## config.mk

```make
export PLATFORM = sky130hd
export DESIGN_NAME = sob_ctrl
export DESIGN_NICKNAME = d
export VERILOG_FILES = /design/src/rtl/sob_pkg.sv /design/src/rtl/sob_ctrl.sv
export SDC_FILE = /design/constraint.sdc
export NUM_CORES = 1
export LEC_CHECK = 0
export BUFFER_PORTS_ARGS = -buffer_cell sky130_fd_sc_hd__buf_2
export CELL_PAD_IN_SITES_DETAIL_PLACEMENT = 1
export CELL_PAD_IN_SITES_GLOBAL_PLACEMENT = 1
export CORE_AREA = 2 2 39 41
export CTS_BUF_LIST = sky130_fd_sc_hd__clkbuf_16
export DETAILED_ROUTE_END_ITERATION = 10
export DIE_AREA = 0 0 41 43
export PLACE_DENSITY = 0.64
export SYNTH_ARGS = -nofsm -noshare
export SYNTH_HDL_FRONTEND = slang
export SYNTH_SLANG_ARGS = --single-unit
```

## constraint.sdc

```tcl
create_clock -name clk -period 1.15 [get_ports clk]
set_input_delay 0.115 -clock clk [delete_from_list [all_inputs] [get_ports clk]]
set_output_delay 0.115 -clock clk [all_outputs]
set_load 0.05 [all_outputs]
```

## src/rtl/sob_pkg.sv

```systemverilog
// ----------------------------------------------------------------------------
// sob_pkg
// Shared types, constants and register codes of the rgb sobel edge core.
// ----------------------------------------------------------------------------
`default_nettype none

package sob_pkg;

	localparam int MAX_WIDTH_DEF = 1024;

	localparam int CFG_IDX_W  = 2;
	localparam int CFG_DATA_W = 16;
	localparam int IMG_W_W    = 11;
	localparam int IMG_H_W    = 16;

	localparam logic [CFG_IDX_W-1:0] REG_IMAGE_WIDTH  = 2'd0;
	localparam logic [CFG_IDX_W-1:0] REG_IMAGE_HEIGHT = 2'd1;

	localparam logic [IMG_W_W-1:0] IMAGE_WIDTH_RST  = 11'd640;
	localparam logic [IMG_H_W-1:0] IMAGE_HEIGHT_RST = 16'd480;

	localparam int PIX_W = 24;
	localparam int ABS_W = 10;
	localparam int SQ_W  = 21;
	localparam logic [SQ_W-1:0] ROOT_BIT_TOP = 21'h100000;

	localparam logic [1:0] CH_RED   = 2'd0;
	localparam logic [1:0] CH_GREEN = 2'd1;
	localparam logic [1:0] CH_BLUE  = 2'd2;

	typedef struct packed {
		logic [7:0] pix_red;
		logic [7:0] pix_green;
		logic [7:0] pix_blue;
		logic       flush;
	} pix_in_t;

	typedef struct packed {
		logic [7:0] out_red;
		logic [7:0] out_green;
		logic [7:0] out_blue;
		logic       frame_last;
	} pix_out_t;

	typedef enum logic [2:0] {
		ST_IDLE,
		ST_READ,
		ST_EVAL,
		ST_GRAD,
		ST_SQR,
		ST_ROOT,
		ST_NEXT,
		ST_DONE
	} sob_state_t;

	typedef struct packed {
		logic take;
		logic cfg_wr;
		logic shift;
		logic eval;
		logic grad;
		logic sqr;
		logic root;
		logic next;
		logic emit;
	} sob_cmd_t;

	typedef struct packed {
		logic emit;
		logic border;
		logic sq_last;
		logic ch_last;
		logic out_free;
	} sob_sts_t;

endpackage

`default_nettype wire

```

## src/rtl/sob_ctrl.sv

```systemverilog
// ----------------------------------------------------------------------------
// sob_ctrl
// Sequencer: takes one item, runs line store update, window shift and, if
// interior, the three channel magnitudes via the shared root unit; hands off.
// ----------------------------------------------------------------------------
`default_nettype none

module sob_ctrl (
	input  wire logic              clk,
	input  wire logic              arst_n,
	input  wire logic              in_valid,
	output logic                   in_ready,
	input  wire logic              cfg_valid,
	output logic                   cfg_ready,
	input  wire sob_pkg::sob_sts_t sts,
	output sob_pkg::sob_cmd_t      cmd
);

	sob_pkg::sob_state_t state_q, state_nxt;

	always_ff @(posedge clk or negedge arst_n) begin
		if (!arst_n) begin
			state_q <= sob_pkg::ST_IDLE;
		end else begin
			state_q <= state_nxt;
		end
	end

	always_comb begin
		state_nxt = state_q;
		unique case (state_q)
			sob_pkg::ST_IDLE: begin
				if (in_valid && !cfg_valid) state_nxt = sob_pkg::ST_READ;
			end
			sob_pkg::ST_READ: state_nxt = sob_pkg::ST_EVAL;
			sob_pkg::ST_EVAL: begin
				if (!sts.emit)      state_nxt = sob_pkg::ST_IDLE;
				else if (sts.border) state_nxt = sob_pkg::ST_DONE;
				else                 state_nxt = sob_pkg::ST_GRAD;
			end
			sob_pkg::ST_GRAD: state_nxt = sob_pkg::ST_SQR;
			sob_pkg::ST_SQR:  state_nxt = sob_pkg::ST_ROOT;
			sob_pkg::ST_ROOT: begin
				if (sts.sq_last) state_nxt = sob_pkg::ST_NEXT;
			end
			sob_pkg::ST_NEXT: begin
				state_nxt = sts.ch_last ? sob_pkg::ST_DONE : sob_pkg::ST_GRAD;
			end
			sob_pkg::ST_DONE: begin
				if (sts.out_free) state_nxt = sob_pkg::ST_IDLE;
			end
			default: state_nxt = sob_pkg::ST_IDLE;
		endcase
	end

	always_comb begin
		cmd       = '0;
		in_ready  = 1'b0;
		cfg_ready = 1'b0;
		unique case (state_q)
			sob_pkg::ST_IDLE: begin
				// config wins over a pixel offered in the same cycle
				cfg_ready  = 1'b1;
				in_ready   = !cfg_valid;
				cmd.cfg_wr = cfg_valid;
				cmd.take   = in_valid && !cfg_valid;
			end
			sob_pkg::ST_READ: cmd.shift = 1'b1;
			sob_pkg::ST_EVAL: cmd.eval  = 1'b1;
			sob_pkg::ST_GRAD: cmd.grad  = 1'b1;
			sob_pkg::ST_SQR:  cmd.sqr   = 1'b1;
			sob_pkg::ST_ROOT: cmd.root  = 1'b1;
			sob_pkg::ST_NEXT: cmd.next  = 1'b1;
			sob_pkg::ST_DONE: cmd.emit  = sts.out_free;
			default: cmd = '0;
		endcase
	end

endmodule

`default_nettype wire

```

* Word-level counts from Yosys, hierarchy flattened
Index checks and enable logic that the tools add are counted.
** Storage, ports and cells
- Output and inout bits :: 11
- Register bits after elaboration :: 3
- Logic and storage cells :: 32
- Input bits :: 9
** Operators by class
- Reductions and logical operators :: 4
- Multiplexer cells :: 17
- Eq/ne operators :: 10
** Operators by type and width (number)
- 3-bit case mux with 8 select lines :: 1
- 3-bit 2-to-1 mux :: 6
- 3-bit equality test (second input constant) :: 4
- 1-bit 2-to-1 mux :: 9
- 3-bit by 2-bit equality test with 1-bit output (second input constant) :: 2
- 2-bit inequality test (second input constant) :: 3
- 3-bit by 1-bit equality test with 1-bit output (second input constant) :: 1
- 3-bit zero test :: 1
- 3-bit AND reduction :: 1
- 2-bit 2-to-1 mux :: 1
- 1-bit logical AND :: 1
- 1-bit zero test :: 1

* Logic depth before layout (Yosys ltp)
Gate-level depths: netlist (run 1).
- Depth in word-level cells :: 4
- Mapped depth :: 4
- Gate-level depth less buffers :: 3

* Worst setup path after synthesis (run 1)
No wires, ideal clock.
- Path type :: register -> output
- From :: reg state_q[1]
- To :: out cmd[2] (netlist bit)
- Data arrival time :: 1709 ps
- Data required time :: 1035 ps
- Stages on the path, launching flop included :: 4
- Slack :: -674 ps
- Path buffers :: 2
- Cell sequence :: dfrtp_1 > buf_6 > buf_8 > nor3_1
** RTL lines
- from (decl) :: RTL line sob_ctrl.sv:19 : sob_pkg::sob_state_t state_q, state_nxt;
- from (signal assigned) :: RTL line sob_ctrl.sv:23 : state_q <= sob_pkg::ST_IDLE;
- from (signal assigned) :: RTL line sob_ctrl.sv:25 : state_q <= state_nxt;
- to (decl) :: RTL line sob_ctrl.sv:16 : output sob_pkg::sob_cmd_t cmd

* Worst setup path in the final report (run 1)
- From :: reg state_q[1]
- To :: out in_ready
** Between the ends
- Cells in the longest elaborated chain, start to end :: 2
** Ends and longest elaborated chain
- 3-bit zero test :: RTL line sob_ctrl.sv:60 : unique case (state_q)
- 1-bit 2-to-1 mux :: RTL line sob_ctrl.sv:60
- to (decl) :: RTL line sob_ctrl.sv:12 : output logic in_ready,
Every way passes these cells.

==> results of run 1 <==
==> how the worst max path moves through the flow <==
stage                                      start        to  slack, ns
after floorplan           state_q[1]$_DFFE_PN0P_    cmd[8]      -0.39
after global placement    state_q[0]$_DFFE_PN0P_  in_ready      -0.13
after detailed placement  state_q[0]$_DFFE_PN0P_  in_ready      -0.15
after CTS                 state_q[2]$_DFFE_PN0P_  in_ready      -0.24
after global routing      state_q[1]$_DFFE_PN0P_  in_ready      -0.33
final                     state_q[1]$_DFFE_PN0P_  in_ready      -0.27
==> what timing repair did <==
item | CTS | global route
resized for setup | 40 | 11
hold buffers | 1 | 0
pin swaps | 7 | 2
setup buffers | 4 | 4
setup endpoints to repair | 13 | 14
endpoints found under the hold margin | 3 | 0
==> critical path, delay by kind of cell (launching register included) <==
kind | cells | cell delay [ns]
buffers and inverters | 2 | 0.35
DFF | 1 | 0.45
and+or+nand+nor | 1 | 0.27
==> layout by cell type (no fill, tap or decap), types with 2 or more instances in the layout <==
master     netlist  layout
clkbuf_16        0       3
buf_4            0      11
nand2_1          3       2
dfrtp_2          0       3
nor2_4           0       2
buf_8            1       4
buf_6            3      14
and3_4           0       2
buf_2            0       8
a21oi_2          0       2
nor3_4           1       4
a21oi_1          5       3
==> logic make-up (layout without fill, tap and decap cells) <==
group	count (synthesis)	after routing	share of synthesized area, %
and+or+nand+nor	15	15	36.7
muxes	1	1	3.23
AOI/OAI and AO/OA	10	10	17.7
buffers and inverters	6	44	18.1
DFF	3	3	24.2
==> per-stage QoR <==
step / utilization, % / area (sq um) / setup WS, ns
floorplan: - / 355 / -0.386
global placement: 35.9 / 497 / -0.131
detailed placement: 35.9 / 497 / -0.151
CTS: 52.9 / 732 / -0.241
global route: 58.3 / 807 / -0.329
finish: 58.3 / 807 / -0.272
==> power by group through the flow <==
stage          registers (W)  clock network [W]  logic, W
2_1_floorplan       0.000181                  0   0.00113
3_3_place_gp        0.000290                  0   0.00128
3_5_place_dp        0.000300                  0   0.00130
4_1_cts             0.000313           0.000546   0.00172
5_1_grt             0.000314           0.000562   0.00212
6_report            0.000301           0.000548   0.00203
==> area by class of cell <==
cell class                 instances  area [sq um]  share of cell area [%]
multi-input combinational         26           267                    33.0
timing repair buffer              38           350                    43.4
tap                               16          20.0                    2.48
clock inverter                     1          3.75                   0.465
clock buffer                       3          75.1                    9.30
sequential                         3          78.8                    9.77
inverter                           2          12.5                    1.55
==> layer usage <==
layer  GRT usage [%]  part of all wire, %
met2            26.3                   59
met3            3.14                  4.8
met1            16.3                   35
met5               0                    0
met4            8.00                 0.96
==> summary.txt, run 1 <==
Worst setup path
  • Most common cell type on the critical path: buf_6
  • Crit end category: output pin
  • Kind of start point of the critical path: register
  • R2R setup slack: -0.15 ns
  • Max incr delay on CP: 0.45 ns
  • WP data arrival: 1.31 ns
  • Critical-path cell list: buf_6 -> nor4_4 -> buf_6
  • Crit Path Class: reg -> out
  • Cells on worst reg2reg path: 5
  • Required time worst endpoint: roughly 1.0 ns
  • Slowest CP cell: dfrtp_2
  • Worst r2r src: state_q[0]$_DFFE_PN0P_
  • Worst R2R End: state_q[2]$_DFFE_PN0P_
  • CP max FO: 5

STA
  • Min cycle time layout: 1.42 ns
  • Max Clk Rate: 703 MHz
  • Max-slew violation count: 0
  • Final Hold Fails: 0
  • Worst-margin pin slew: 0.229 ns
  • Skew final: 0.00228 ns
  • RSZ-0062 raised after global routing: true
  • Final setup viols: 14
  • Period Utilization, post-route: 124%
  • Setup TNS: -2.38 ns
  • Setup ws final: -0.272 ns
  • Fin Hold WS: 0.218 ns
  • Relative slew slack: between 80% and 90%

Layout
  • Final net count: 83
  • Top reg by flops: state_q
  • Biggest regs: state_q (3)
  • Fillers: 154
  • Fin cells: 89
  • Share of cells above drive strength 1: ~84%
  • Synthesis-to-layout area growth: 160%
  • Max reg flops: 3
  • Diodes inserted: 0

Synth
  • Most instantiated cells after synthesis: a21oi_1, buf_6, dfrtp_1, nand2_1, nor3_1
  • Mapped cell area: 310 sq um
  • Yosys top cell area share: 24.2%
  • Seq cells post-synth: 3
  • Gate Count Post-Synth: 35
  • Async set or reset register ratio after synthesis: 100%
  • Ys flop type: dfrtp_1
  • Post-synth EDFFs: 0
  • Post-synthesis sequential area ratio: 24.2%
  • Net Count, Synth: 44
  • Top cell type by total area after synthesis: dfrtp_1
  • Leading post-synthesis cells by cell area: dfrtp_1, buf_6, a21oi_1, nor4_4, nor3_4
  • Count leader, synth: a21oi_1
  • Yosys warning count: 0
  • Avg Cell Area, Syn: between 8 and 9 sq um
  • Synth unique cells: 21

Route
  • Routed len/inst: 16.3 um
  • Residual DRC: 0
  • Total number of vias: 435
  • Via density: 4.89
  • DR pass1 iterations: 4
  • 1st-iter DRT viols: 6
  • Remaining antenna violation count: 0
  • Final wirelength: 1450 um

Floorplan
  • Die W: 41 um
  • I/O pin count: 20
  • Die Y: 43 um
  • Initial Utilization: 22.4%
  • Num rows: 14
  • Core area: 1380 sq um
  • DIE AREA: 1760 sq um

Pwr
  • Seq pwr share: 10.4%
  • Combinational power share: 70.6%
  • Switching Fraction: between 40 and 50%
  • Total design power: between 0.002 and 0.003 W
  • Clock share of power: 19.0%
  • Int Pwr: roughly 0.0016 W
  • Leak: about 0.37 nW
  • Maximum VDD drop: 1.35 mV
  • Switching power: 0.00132 W
  • Pwr dens: 3570 nW/um^2

Placed design
  • DP HPWL: about 740 um
  • Placed cell count: 76
  • IO Port Bufs: 19
  • Placer congestion estimate: 0.716

Hold path
  • Hold/Removal Path Class: in -> async

CTS
  • Clock Latency Late Sink: 0.22 ns
  • Clock buffer count from CTS: 3
  • CTS HTree Levels: 1
  • CTS root buffer: clkbuf_16
  • CTS tree: built
  • Clock Sinks: 3
  • Reg clk slew, reported paths: 0.03 ns
  • Clk buf depth: 2

Global routing
  • Initial antenna violation count: 0
  • GR Overflow Total: 0
  • Largest net degree at the start of global routing: 7
  • Vias in the first global route: between 400 and 500
  • Global Route Usage Sum: 15.3%
  • First-pass GRT wire length: 1790 um

Outcome
  • Status: complete, but fails checks
  • Failing checks: negative setup slack

Flow run
  • Max cap viols: 0
Power figures use the tool's default switching activity.
==> run 2: changes to the inputs <==
--- a/config.mk
+++ b/config.mk
@@ -12,7 +12,7 @@
 export CTS_BUF_LIST = sky130_fd_sc_hd__clkbuf_16
 export DETAILED_ROUTE_END_ITERATION = 10
 export DIE_AREA = 0 0 41 43
-export PLACE_DENSITY = 0.64
+export PLACE_DENSITY = 0.63
 export SYNTH_ARGS = -nofsm -noshare
 export SYNTH_HDL_FRONTEND = slang
 export SYNTH_SLANG_ARGS = --single-unit
==> summary.txt, run 2 (same netlist as run 1, synthesis figures left out) <==
Floorplan
  • Die Y: 43 um
  • Core area: 1380 sq um
  • Num rows: 14
  • I/O pin count: 20
  • Initial Utilization: 22.4%
  • DIE AREA: 1760 sq um
  • Die W: between 40 and 50 um

STA
  • Setup ws final: -0.245 ns
  • Period Utilization, post-route: 121%
  • RSZ-0062 raised after global routing: true
  • Max Clk Rate: roughly 700 MHz
  • Relative slew slack: 86.5%
  • Min cycle time layout: 1.39 ns
  • Final setup viols: 12
  • Max-slew violation count: 0
  • Fin Hold WS: 0.220 ns
  • Worst-margin pin slew: 0.201 ns
  • Skew final: 0.000374 ns
  • Final Hold Fails: 0

CTS
  • Clock Sinks: 3
  • Reg clk slew, reported paths: ~0.030 ns
  • Clock buffer count from CTS: 3
  • Clk buf depth: 2
  • CTS HTree Levels: 1
  • CTS root buffer: clkbuf_16
  • CTS tree: built
  • Clock Latency Late Sink: 0.22 ns

Worst setup path
  • Crit Path Class: reg -> out
  • Required time worst endpoint: between 1 and 1.5 ns
  • Cells on worst reg2reg path: 5
  • WP data arrival: ~1.3 ns
  • CP max FO: 7
  • Kind of start point of the critical path: register
  • Crit end category: output pin

Placed design
  • Setup WS pre-CTS: -0.133 ns
  • Placer congestion estimate: 0.761
  • DP HPWL: 772 um
  • IO Port Bufs: 19

Layout
  • FF+latch area: approximately 79 sq um
  • Fillers: 159
  • Max reg flops: 3
  • Share of cells above drive strength 1: roughly 78%
  • Biggest regs: state_q (3)
  • Top reg by flops: state_q
  • Final net count: 84
  • Synthesis-to-layout area growth: 155%
  • Diodes inserted: 0
  • Footprint of the multi-input gates: between 200 and 250 sq um
  • Most frequent cells in the layout: buf_6, buf_4, buf_2
  • Most common cell after layout, fill and taps aside: buf_6

Hold path
  • Hold/Removal Path Class: in -> reg
  • WHS Path Cells: 3

Route
  • DR pass1 iterations: 4
  • Routed len/inst: 13.9 um
  • Final wirelength: 1250 um
  • Via density: approximately 4.7
  • Residual DRC: 0
  • Total number of vias: 421
  • 1st-iter DRT viols: 3
  • Remaining antenna violation count: 0

Global routing
  • Vias in the first global route: 441
  • First-pass GRT wire length: 1860 um
  • Global Route Usage Sum: 16.1%
  • Largest net degree at the start of global routing: 9
  • GR Overflow Total: 0
  • Initial antenna violation count: 0

Pwr
  • Leak: 0.367 nW
  • Total design power: roughly 0.0028 W
  • Maximum VDD drop: 2.04 mV
  • Pwr dens: approximately 3500 nW/um^2

Outcome
  • Status: complete, but fails checks
  • Failing checks: negative setup slack

Flow run
  • Max cap viols: 0
## run 2: power by group
group	switching [W]	internal [W]	total, W
sequential	0.000120	0.000171	0.000291
clock	0.000101	0.000449	0.000550
combinational	0.00102	0.000935	0.00196
## run 2: path summary, 6_finish.rpt
check | start | end | slack (ns)
min in group asynchronous | arst_n | state_q[2]$_DFFE_PN0P_ | 0.23
hold reg to reg | state_q[1]$_DFFE_PN0P_ | state_q[2]$_DFFE_PN0P_ | 0.69
setup / recovery | state_q[2]$_DFFE_PN0P_ | cmd[8] | -0.24
hold / removal | sts[2] | state_q[1]$_DFFE_PN0P_ | 0.22
max in group asynchronous | arst_n | state_q[0]$_DFFE_PN0P_ | 0.81
setup reg to reg | state_q[1]$_DFFE_PN0P_ | state_q[0]$_DFFE_PN0P_ | -0.02
## run 2: timing repair
action | 4_1_cts | 5_1_grt
pin swaps | 3 | 7
hold buffers | 1 | 0
setup endpoints to repair | 14 | 12
setup buffers | 3 | 5
endpoints found under the hold margin | 3 | 0
resized for setup | 26 | 20
## run 2: final cells by class
| cell class | count | area share (%) |
|---|---|---|
| Timing Repair Buffer | 39 | 45.7 |
| Multi-Input combinational cell | 26 | 30.0 |
| Clock buffer | 3 | 9.48 |
| Clock inverter | 1 | 0.474 |
| Inverter | 2 | 1.90 |
| Tap cell | 16 | 2.53 |
| Sequential cell | 3 | 9.95 |
## run 2: through the flow
| stage | cell area, sq um | utilization, % | setup TNS (ns) | cells |
|---|---|---|---|---|
| 2_1_floorplan | 355 | - | -1.13 | 35 |
| 3_3_place_gp | 504 | 36.4 | -0.740 | 77 |
| 3_5_place_dp | 504 | 36.4 | -0.884 | 77 |
| 4_1_cts | 688 | 49.7 | -2.01 | 85 |
| 5_1_grt | 792 | 57.2 | -2.54 | 90 |
| 6_report | 792 | 57.2 | -2.03 | 90 |
## run 2: layer usage
metal | wire length [um] | part of all wire, % | vias to the layer above | global-route usage [%]
met4 | 14 | 1.1 | 0 | 8.00
met5 | 0 | 0 | - | 0
li1 | - | - | 203 | -
met2 | 704 | 56 | 15 | 26.3
met3 | 43 | 3.4 | 2 | 4.71
met1 | 487 | 39 | 201 | 17.9
## run 2: critical path, stage by stage (launching register included)
cell and delay, ns:
dfrtp_2 0.45, nor3_4 0.21, and3b_2 0.24, buf_8 0.15
